## src/sv/fmr_pkg.sv

```systemverilog
package fmr_pkg;

    // Fixed field widths of the item channels
    localparam int SYM_W  = 13;
    localparam int POS_W  = 13;
    localparam int RANK_W = 14;
    localparam int STAT_W = 2;

    typedef logic [SYM_W-1:0]         sym_t;
    typedef logic signed [POS_W-1:0]  pos_t;
    typedef logic signed [RANK_W-1:0] rank_t;
    typedef logic [STAT_W-1:0]        status_t;

    // Item function codes
    localparam logic FUNC_APPEND = 1'b0;
    localparam logic FUNC_QUERY  = 1'b1;

    // Result status codes
    localparam status_t STATUS_OK    = 2'd0;
    localparam status_t STATUS_RANGE = 2'd1;
    localparam status_t STATUS_FULL  = 2'd2;

    // Result selection codes
    typedef logic [2:0] res_t;
    localparam res_t RES_OK    = 3'd0;
    localparam res_t RES_FULL  = 3'd1;
    localparam res_t RES_NEG   = 3'd2;
    localparam res_t RES_RANGE = 3'd3;
    localparam res_t RES_TALLY = 3'd4;

    typedef struct packed {
        logic clear_step;
        logic load;
        logic sym_wr;
        logic cnt_rd;
        logic cnt_inc;
        logic snap_start;
        logic snap_step;
        logic len_adv;
        logic div1;
        logic div2;
        logic div3;
        logic choose;
        logic cp_addr;
        logic cp_rd;
        logic scan_step;
        logic res_set;
        res_t res_sel;
        logic out_load;
    } fmr_cmd_t;

    typedef struct packed {
        logic item_query;
        logic pos_neg;
        logic pos_range;
        logic full;
        logic sym_nocount;
        logic phase_zero;
        logic clear_done;
        logic snap_done;
        logic scan_done;
        logic out_free;
    } fmr_stat_t;

endpackage

```

## src/sv/fmr_ctrl.sv

```systemverilog
module fmr_ctrl (
    input  logic               clk,
    input  logic               rst_n,
    input  logic               req_valid,
    output logic               req_ready,
    input  fmr_pkg::fmr_stat_t stat,
    output fmr_pkg::fmr_cmd_t  cmd
);

    localparam logic [3:0] S_CLEAR   = 4'd0;
    localparam logic [3:0] S_IDLE    = 4'd1;
    localparam logic [3:0] S_DECODE  = 4'd2;
    localparam logic [3:0] S_INC_RD  = 4'd3;
    localparam logic [3:0] S_INC_WR  = 4'd4;
    localparam logic [3:0] S_APP_END = 4'd5;
    localparam logic [3:0] S_SNAP    = 4'd6;
    localparam logic [3:0] S_DIV1    = 4'd7;
    localparam logic [3:0] S_DIV2    = 4'd8;
    localparam logic [3:0] S_DIV3    = 4'd9;
    localparam logic [3:0] S_CHOOSE  = 4'd10;
    localparam logic [3:0] S_CPADDR  = 4'd11;
    localparam logic [3:0] S_CPRD    = 4'd12;
    localparam logic [3:0] S_SCAN    = 4'd13;
    localparam logic [3:0] S_RESULT  = 4'd14;

    logic [3:0] state_reg;
    logic [3:0] state_next;

    always_ff @(posedge clk or negedge rst_n)
    begin
        if (!rst_n)
        begin
            state_reg <= S_CLEAR;
        end
        else
        begin
            state_reg <= state_next;
        end
    end

    always_comb
    begin
        cmd        = '0;
        req_ready  = 1'b0;
        state_next = state_reg;
        unique case (state_reg)
            S_CLEAR:
            begin
                cmd.clear_step = 1'b1;
                if (stat.clear_done)
                begin
                    state_next = S_IDLE;
                end
            end
            S_IDLE:
            begin
                req_ready = 1'b1;
                if (req_valid)
                begin
                    cmd.load   = 1'b1;
                    state_next = S_DECODE;
                end
            end
            S_DECODE:
            begin
                if (!stat.item_query)
                begin
                    if (stat.full)
                    begin
                        cmd.res_set = 1'b1;
                        cmd.res_sel = fmr_pkg::RES_FULL;
                        state_next  = S_RESULT;
                    end
                    else
                    begin
                        cmd.sym_wr = 1'b1;
                        state_next = stat.sym_nocount ? S_APP_END : S_INC_RD;
                    end
                end
                else if (stat.pos_neg)
                begin
                    cmd.res_set = 1'b1;
                    cmd.res_sel = fmr_pkg::RES_NEG;
                    state_next  = S_RESULT;
                end
                else if (stat.pos_range)
                begin
                    cmd.res_set = 1'b1;
                    cmd.res_sel = fmr_pkg::RES_RANGE;
                    state_next  = S_RESULT;
                end
                else if (stat.sym_nocount)
                begin
                    cmd.res_set = 1'b1;
                    cmd.res_sel = fmr_pkg::RES_OK;
                    state_next  = S_RESULT;
                end
                else
                begin
                    state_next = S_DIV1;
                end
            end
            S_INC_RD:
            begin
                cmd.cnt_rd = 1'b1;
                state_next = S_INC_WR;
            end
            S_INC_WR:
            begin
                cmd.cnt_inc = 1'b1;
                state_next  = S_APP_END;
            end
            S_APP_END:
            begin
                if (stat.phase_zero)
                begin
                    cmd.snap_start = 1'b1;
                    state_next     = S_SNAP;
                end
                else
                begin
                    cmd.len_adv = 1'b1;
                    cmd.res_set = 1'b1;
                    cmd.res_sel = fmr_pkg::RES_OK;
                    state_next  = S_RESULT;
                end
            end
            S_SNAP:
            begin
                if (stat.snap_done)
                begin
                    cmd.len_adv = 1'b1;
                    cmd.res_set = 1'b1;
                    cmd.res_sel = fmr_pkg::RES_OK;
                    state_next  = S_RESULT;
                end
                else
                begin
                    cmd.snap_step = 1'b1;
                end
            end
            S_DIV1:
            begin
                cmd.div1   = 1'b1;
                state_next = S_DIV2;
            end
            S_DIV2:
            begin
                cmd.div2   = 1'b1;
                state_next = S_DIV3;
            end
            S_DIV3:
            begin
                cmd.div3   = 1'b1;
                state_next = S_CHOOSE;
            end
            S_CHOOSE:
            begin
                cmd.choose = 1'b1;
                state_next = S_CPADDR;
            end
            S_CPADDR:
            begin
                cmd.cp_addr = 1'b1;
                state_next  = S_CPRD;
            end
            S_CPRD:
            begin
                cmd.cp_rd  = 1'b1;
                state_next = S_SCAN;
            end
            S_SCAN:
            begin
                if (stat.scan_done)
                begin
                    cmd.res_set = 1'b1;
                    cmd.res_sel = fmr_pkg::RES_TALLY;
                    state_next  = S_RESULT;
                end
                else
                begin
                    cmd.scan_step = 1'b1;
                end
            end
            S_RESULT:
            begin
                if (stat.out_free)
                begin
                    cmd.out_load = 1'b1;
                    state_next   = S_IDLE;
                end
            end
            default:
            begin
                state_next = S_IDLE;
            end
        endcase
    end

endmodule

```

## config.mk

```make
export PLATFORM = sky130hd
export DESIGN_NAME = fmr_ctrl
export DESIGN_NICKNAME = d
export VERILOG_FILES = /design/src/sv/fmr_pkg.sv /design/src/sv/fmr_ctrl.sv
export SDC_FILE = /design/constraint.sdc
export NUM_CORES = 1
export LEC_CHECK = 0
export BUFFER_PORTS_ARGS = -buffer_cell sky130_fd_sc_hd__buf_2
export CAP_MARGIN = 20
export CORE_MARGIN = 2
export CORE_UTILIZATION = 37
export CTS_CLUSTER_DIAMETER = 120
export CTS_CLUSTER_SIZE = 12
export DETAILED_ROUTE_END_ITERATION = 12
export PLACE_DENSITY = 0.81
export SETUP_SLACK_MARGIN = 0.5
export SYNTH_ARGS = -nofsm -noshare
export SYNTH_HDL_FRONTEND = slang
export SYNTH_SLANG_ARGS = --single-unit
```

## constraint.sdc

```tcl
create_clock -name clk -period 1.55 [get_ports clk]
set_input_delay 0.0775 -clock clk [delete_from_list [all_inputs] [get_ports clk]]
set_output_delay 0.0775 -clock clk [all_outputs]
set_load 0.005 [all_outputs]
```

# After elaboration in Yosys (flattened, before gate mapping)
# Index checks and enable logic that the tools add are counted.
# word_totals
ff_bits,4
inputBits,13
output_inout_bits,21
word_cells,70
# classes
eq_ne,19
muxes,48
n_reduce_logical,2
# ops
operator,n
$mux W4,19
$pmux W4 S15,1
$eq A4 B4 Y1 const B,7
$mux W1,25
$eq A4 B3 Y1 const B,4
$pmux W4 S4,1
$ne A2 B2 Y1 const B,5
$eq A4 B2 Y1 const B,2
$reduce_and A5 Y1,1
$eq A4 B1 Y1 const B,1
$logic_not A4 Y1,1
$mux W3,1
$pmux W1 S2,1

# Logic depth before layout (Yosys ltp)
# Gate-level depths: netlist (run 1).
# depth
depth_word,5
ltp_mapped,5
mapped_depth_nobuf,4

# Least setup slack after synthesis (run 1)
# Ideal clock, no wire load.
# synth_timing
path_kind,reg2reg
start,reg state_reg[1]
end,reg state_reg[0]
arrival_time_ns,1.465
t_required_ns,1.427
setup_slack_ns,-0.038
path_stages_with_launch,6
n_path_buf,1
path_cell_list,dfrtp_1 buf_6 or4b_1 a21oi_2 a21oi_2 o221a_1
# synth_between
elab_chain_len,3
elab_cells_between_ends,22
classes_between,19 x eq/ne; 1 x mux; 2 x reduce/logical
# synth_lines
item,line,source
from (decl),fmr_ctrl.sv:26,logic [3:0] state_reg;
from (signal assigned),fmr_ctrl.sv:37,state_reg <= state_next;
$eq A4 B3 Y1 (tied with other cells),fmr_ctrl.sv:46,unique case (state_reg)
$ne A2 B2 Y1 (no line),--,
$reduce_and A5 Y1 (no line),--,
# Several ways; a longest one is shown, not always the timed one.
# A chain may end at the register's enable or synchronous reset.

==> flow_summary_export.csv, run 1 <==
group,metric,value,unit
floorplan,core,0.00133,mm2
place,hpwl,1460,um
clocking,cts_tree,"done",
power,leakagePower,0.621,nW
outcome,status,"finished with violations",
global_routing,grt.met2_usage,59.1,%
global_routing,grt_use_met1,51.2,%
finish,fin_cells,161,
critical_path,path_max_fanout,5,
power,ir_drop,1.54,mV
outcome,violations,"setup timing",
floorplan,die_w,42.4,um
detailed_routing,routed_via_density,7.07,
global_routing,grt_pass1_vias,1025,
detailed_routing,drt-total-wl,4220,um
sta,layout_min_cycle_time,1.78,ns
detailed_routing,drc_errors,0,
power,power.density,2270,mW/mm2
sta,fin_skew,0.00104,ns
sta,hold_viol_final,0,
sta,finalSetupViolCount,18,
place,gp_congestion,0.900,
detailed_routing,vias,1138,
clocking,cts_root_buf,"clkbuf_4",
clocking,h-tree-depth,1,
critical_path,reg2reg_from,"state_reg[2]$_DFFE_PN0P_",
clocking,insertion_delay,0.25,ns
sta,fin_ws,-0.234,ns
sta,rsz0062_at_grt,"yes",
finish,diodes,0,
global_routing,grt_pass1_wl,5440,um
yosys,ys_warn_count,0,
global_routing,grt_use_met3,14.7,%
yosys,syn-num-nets,94,
critical_path,end_kind,"output pin",
critical_path,cp.arrival,1.71,ns
yosys,yosys.cell_types.count,31,
yosys,synth_ff_type,"dfrtp_1",
global_routing,antenna_found_initial,0,
place,dp_slack,-0.00930,ns
clocking,cts_buffers,3,
critical_path,ff2ff_path_depth,5,
finish,final_nets,161,
finish,largest_reg_flops,4,
yosys,async_reset_ff_share,100,%
floorplan,pin_count,34,
yosys,ys_seq_elements,4,
floorplan,start_util,40.9,%
place,dp_cells,134,
finish,fill_cells,33,
clocking,cts_buffer_depth,2,
sta,fmax,0.560,GHz
finish,area_growth,134,%
global_routing,grt_max_degree,10,
finish,final_area,0.00128,mm2
yosys,synth_cells,81,
sta,finalCritPeriodShare,115,%
yosys,avgSynthCellArea,6.73,um2
global_routing,grtUsageTotal,41.3,%
floorplan,die_area,0.00180,mm2
clocking,cts.clk_slew.worst_paths,0.04,ns
place,post_dp_cell_area,793,um2
detailed_routing,drt_first_pass_iters,5,
power,p_total,2.90,mW
critical_path,rrSetupSlack,-0.23,ns
flow_run,maxCapViolCount,0,
clocking,cts.sinks,4,
critical_path,start_kind,"flop",
critical_path,crit_type,"reg -> out",
yosys,synth_area,546,um2
yosys,synth_seq_area_share,18.3,%
floorplan,row_count,13,
worst_hold_path,holdCritPathClass,"in -> async",
detailed_routing,drtIter0Drc,125,
sta,tightest_slew,0.502,ns
finish,drive_gt1_share,74.7,%
detailed_routing,routedWlPerCell,26.2,um
global_routing,grt_busiest_layer,"met2",
critical_path,r2r_end,"state_reg[0]$_DFFE_PN0P_",
yosys,synth_edf_count,0,
global_routing,grt_overflow,0,
sta,drv_slew,0,
sta,slew_headroom,66.1,%
floorplan,dieHeight,42.4,um
critical_path,worstPathRequired,1.47,ns
place,io_buffers,33,
detailed_routing,ant_nets,0,
==> cell type report <==
class | count | area [um2] | share of cell area [%]
sequential | 4 | 101 | 7.93
inverter | 2 | 7.51 | 0.588
clock buffer | 3 | 22.5 | 1.76
multi-input combinational | 69 | 609 | 47.7
timing repair buffer | 68 | 518 | 40.5
tap | 15 | 18.8 | 1.47
==> report_power, final <==
part / total [mW] / switching, mW / leakage, nW / internal [mW]
clock network: 0.144 / 0.0566 / 0.0138 / 0.0875
registers: 0.255 / 0.0895 / 0.0452 / 0.166
logic: 2.50 / 1.30 / 0.562 / 1.20
total: 2.90 / 1.44 / 0.621 / 1.46
==> kinds of logic (layout without fill, tap and decap cells) <==
kind of cell / Yosys count / count (layout) / share of synthesized area, %
and+or+nand+nor: 49 / 49 / 47.7
AOI/OAI and AO/OA: 20 / 20 / 25.7
DFF: 4 / 4 / 18.3
buffers and inverters: 8 / 73 / 8.26
==> worst max-delay path by stage <==
stage | start | to | slack [ns] | depth (start not counted)
floorplan | state_reg[1]$_DFFE_PN0P_ | state_reg[0]$_DFFE_PN0P_ | 0.001 | 5
global placement | state_reg[2]$_DFFE_PN0P_ | state_reg[0]$_DFFE_PN0P_ | 0.03 | 4
detailed placement | state_reg[2]$_DFFE_PN0P_ | state_reg[0]$_DFFE_PN0P_ | -0.009 | 4
CTS | state_reg[0]$_DFFE_PN0P_ | state_reg[0]$_DFFE_PN0P_ | -0.1 | 5
global route | state_reg[2]$_DFFE_PN0P_ | state_reg[0]$_DFFE_PN0P_ | -0.25 | 5
finish | state_reg[0]$_DFFE_PN0P_ | cmd[8] | -0.23 | 6
==> synth_stat cells, types with 2 or more instances <==
library cell | number | area share, %
dfrtp_1 | 4 | 18
o21ai_0 | 4 | 3.7
nor2_1 | 11 | 7.6
buf_6 | 2 | 4.1
inv_1 | 2 | 1.4
nor3_1 | 11 | 10
o2bb2ai_1 | 2 | 3.2
clkbuf_1 | 4 | 2.8
a22oi_1 | 2 | 2.8
nand3b_1 | 2 | 2.8
nand2b_1 | 3 | 3.4
a21oi_2 | 2 | 3.2
nand2_1 | 8 | 5.5
and3_1 | 3 | 3.4
nor2b_1 | 3 | 3.4
a21oi_1 | 3 | 2.8
==> per-stage QoR <==
step                TNS (ns)  hold slack [ns]  utilization (%)
floorplan                  0           -0.218                -
global placement           0           -0.119             59.5
detailed placement  -0.00930           -0.116             59.5
CTS                   -0.429            0.169             86.9
global route           -2.07            0.237             95.8
finish                 -1.66            0.232             95.8
==> cell usage in the layout, fill, tap and decap left out, types with 2 or more instances in the layout <==
cell type,count
nor3_4,5
and3_4,2
o21ai_0,3
a21oi_2,2
buf_6,20
buf_2,31
nand2b_4,2
nor2_1,7
clkbuf_4,3
a21oi_1,2
nor2b_4,2
nand2_2,3
inv_2,2
nor2_2,3
nor3_2,3
nand2_1,4
dfrtp_1,3
nand3b_1,2
nor3_1,3
buf_4,15
==> worst max-delay path: stages, from the launching register on <==
cell and delay (ns):
dfrtp_1 0.42, buf_6 0.16, buf_6 0.14, or2b_1 0.29, buf_6 0.15, nor2_1 0.15, buf_2 0.14
==> metal layers <==
layer / wire, um / part of all wire (%)
met4: 437 / 10
met2: 1790 / 43
met3: 566 / 13
met5: 0 / 0
met1: 1420 / 34
==> repair_timing <==
item	CTS	global route
endpoints found under the hold margin	4	0
setup endpoints to repair	25	25
gates resized for setup	44	23
hold buffers	1	0
cloned	0	0
pin swaps	12	6
buffers inserted	20	3
Power figures use the tool's default switching activity.
==> inputs of run 2 (changes only) <==
--- a/config.mk
+++ b/config.mk
@@ -6,13 +6,12 @@
 export NUM_CORES = 1
 export LEC_CHECK = 0
 export BUFFER_PORTS_ARGS = -buffer_cell sky130_fd_sc_hd__buf_2
-export CAP_MARGIN = 20
 export CORE_MARGIN = 2
 export CORE_UTILIZATION = 37
 export CTS_CLUSTER_DIAMETER = 120
 export CTS_CLUSTER_SIZE = 12
 export DETAILED_ROUTE_END_ITERATION = 12
-export PLACE_DENSITY = 0.81
+export PLACE_DENSITY = 0.74
 export SETUP_SLACK_MARGIN = 0.5
 export SYNTH_ARGS = -nofsm -noshare
 export SYNTH_HDL_FRONTEND = slang
==> run 2 against run 1 <==
The run still ends with setup timing left. Fmax up 4.7%. Utilization down 7.4 points. Critical endpoint is now state_reg[0]$_DFFE_PN0P_. Design area down 7.7%. Final cell count down 8.1%.
==> flow_summary_export.csv, run 2 (synthesis gave the netlist of run 1 again) <==
group,metric,value,unit
floorplan,core,0.00133,mm2
place,gp_congestion,0.869,
sta,setup_tns,-0.469,ns
finish,mostFrequentLayoutCell,"buf_2",
flow_run,maxCapViolCount,0,
critical_path,cp_slowest_stage_delay,0.50,ns
power,leakagePower,0.543,nW
detailed_routing,drtIter0Drc,45,
finish,largest_reg_flops,4,
critical_path,end_kind,"flop",
global_routing,antenna_found_initial,0,
sta,fmax,0.587,GHz
floorplan,die_w,42.4,um
detailed_routing,drt_first_pass_iters,4,
global_routing,grt_pass1_vias,772,
critical_path,crit_slowest_cell,"or4bb_1",
finish,fin_util,88.4,%
critical_path,worst_path_most_repeated_cell,"a21oi_2",
clocking,cts_tree,"done",
critical_path,startpoint,"state_reg[0]$_DFFE_PN0P_",
outcome,violations,"setup timing",
place,io_buffers,33,
detailed_routing,ant_nets,0,
critical_path,r2r_end,"state_reg[0]$_DFFE_PN0P_",
finish,fill_cells,64,
global_routing,grt_pass1_wl,3550,um
critical_path,rrSetupSlack,-0.15,ns
finish,area_growth,116,%
worst_hold_path,holdCritPathClass,"in -> async",
sta,tightest_slew,0.496,ns
critical_path,path_max_fanout,3,
clocking,insertion_delay,0.25,ns
sta,slew_headroom,66.5,%
critical_path,ff2ff_path_depth,5,
floorplan,pin_count,34,
detailed_routing,drc_errors,0,
clocking,h-tree-depth,1,
outcome,status,"finished with violations",
power,power.density,2130,mW/mm2
finish,drive_gt1_share,68.4,%
detailed_routing,routed_via_density,6.26,
floorplan,start_util,40.9,%
place,dp_cells,136,
clocking,cts_root_buf,"clkbuf_4",
finish,multi_input_area,601,um2
critical_path,worstPathCellList,"buf_6, or4bb_1, a21oi_2, a21oi_2, o221a_1",
power,ir_drop,1.44,mV
sta,fin_skew,0.00584,ns
sta,fin_ws,-0.155,ns
detailed_routing,vias,927,
floorplan,row_count,13,
finish,diodes,0,
critical_path,start_kind,"flop",
floorplan,dieHeight,42.4,um
finish,fin_cells,148,
critical_path,worstPathRequired,1.68,ns
global_routing,grt_max_degree,9,
global_routing,grt_overflow,0,
sta,finalCritPeriodShare,110,%
sta,hold_viol_final,0,
floorplan,die_area,0.00180,mm2
place,hpwl,1430,um
sta,layout_min_cycle_time,1.70,ns
finish,layout_common_cells,"buf_2, buf_6, nor3_2",
sta,rsz0062_at_grt,"yes",
clocking,cts.sinks,4,
clocking,cts_buffer_depth,2,
finish,seq_area,101,um2
sta,finalSetupViolCount,5,
sta,drv_slew,0,
detailed_routing,routedWlPerCell,18.2,um
clocking,cts.clk_slew.worst_paths,0.04,ns
clocking,cts_buffers,3,
power,p_total,2.51,mW
critical_path,reg2reg_from,"state_reg[0]$_DFFE_PN0P_",
critical_path,crit_type,"reg -> reg",
detailed_routing,drt-total-wl,2690,um
finish,final_nets,148,
sta,hold_ws,0.164,ns
critical_path,cp.arrival,1.84,ns
global_routing,grtUsageTotal,25.2,%
==> run 2: cell types whose count changed in the layout (fill, tap and decap cells not counted), moves of 2 or more <==
cell	change
buf_4	-9
buf_6	-8
nor3_2	+4
nor3_4	-4
buf_12	+3
nand2_8	+3
nor2_4	+3
buf_2	+2
inv_2	-2
nand2_2	-2
nor2_1	-2
==> run 2: repair_timing <==
action | CTS | global route
endpoints found under the hold margin | 4 | 0
hold buffers | 1 | 0
gates resized for setup | 45 | 21
pin swaps | 12 | 7
endpoints found under the setup margin | 25 | 25
buffers inserted | 7 | 1
==> run 2: worst max-delay path by stage <==
| stage | to | slack [ns] |
|---|---|---|
| 2_1_floorplan | state_reg[0]$_DFFE_PN0P_ | 0.001 |
| 3_3_place_gp | state_reg[0]$_DFFE_PN0P_ | 0.05 |
| 3_5_place_dp | state_reg[0]$_DFFE_PN0P_ | 0.03 |
| 4_1_cts | cmd[4] | -0.09 |
| 5_1_grt | state_reg[0]$_DFFE_PN0P_ | -0.19 |
| 6_report | state_reg[0]$_DFFE_PN0P_ | -0.15 |
==> run 2: layout make-up <==
type,count,share of cell area [%]
clock buffer,3,1.91
inverter,2,1.70
multi-input combinational,69,51.0
sequential,4,8.60
tap,15,1.59
timing repair buffer,55,35.2
==> run 2: power by group <==
part	switching, mW	total (mW)	leakage (nW)	internal [mW]
Combinational	1.07	2.12	0.484	1.05
Sequential	0.0813	0.247	0.0452	0.166
Clock	0.0486	0.136	0.0138	0.0869
==> run 2: through the flow <==
stage	area [um2]	worst slack [ns]
2_1_floorplan	577	0.00113
3_3_place_gp	808	0.0466
3_5_place_dp	808	0.0275
4_1_cts	1070	-0.0928
5_1_grt	1180	-0.187
6_report	1180	-0.155
==> run 2: critical path: cells and delay by family, from the launching register on <==
family | cells | cell delay (ns)
AOI/OAI and AO/OA | 3 | 0.56
buffers and inverters | 1 | 0.13
DFF | 1 | 0.40
and+or+nand+nor | 1 | 0.50
==> run 2: routing by layer <==
layer / GRT usage (%) / vias up / share of wire [%]
met2: 44.0 / 72 / 50
met5: 0 / - / 0
met3: 3.88 / 18 / 9.4
met4: 10.0 / 0 / 3.6
met1: 30.5 / 433 / 37
li1: - / 404 / -
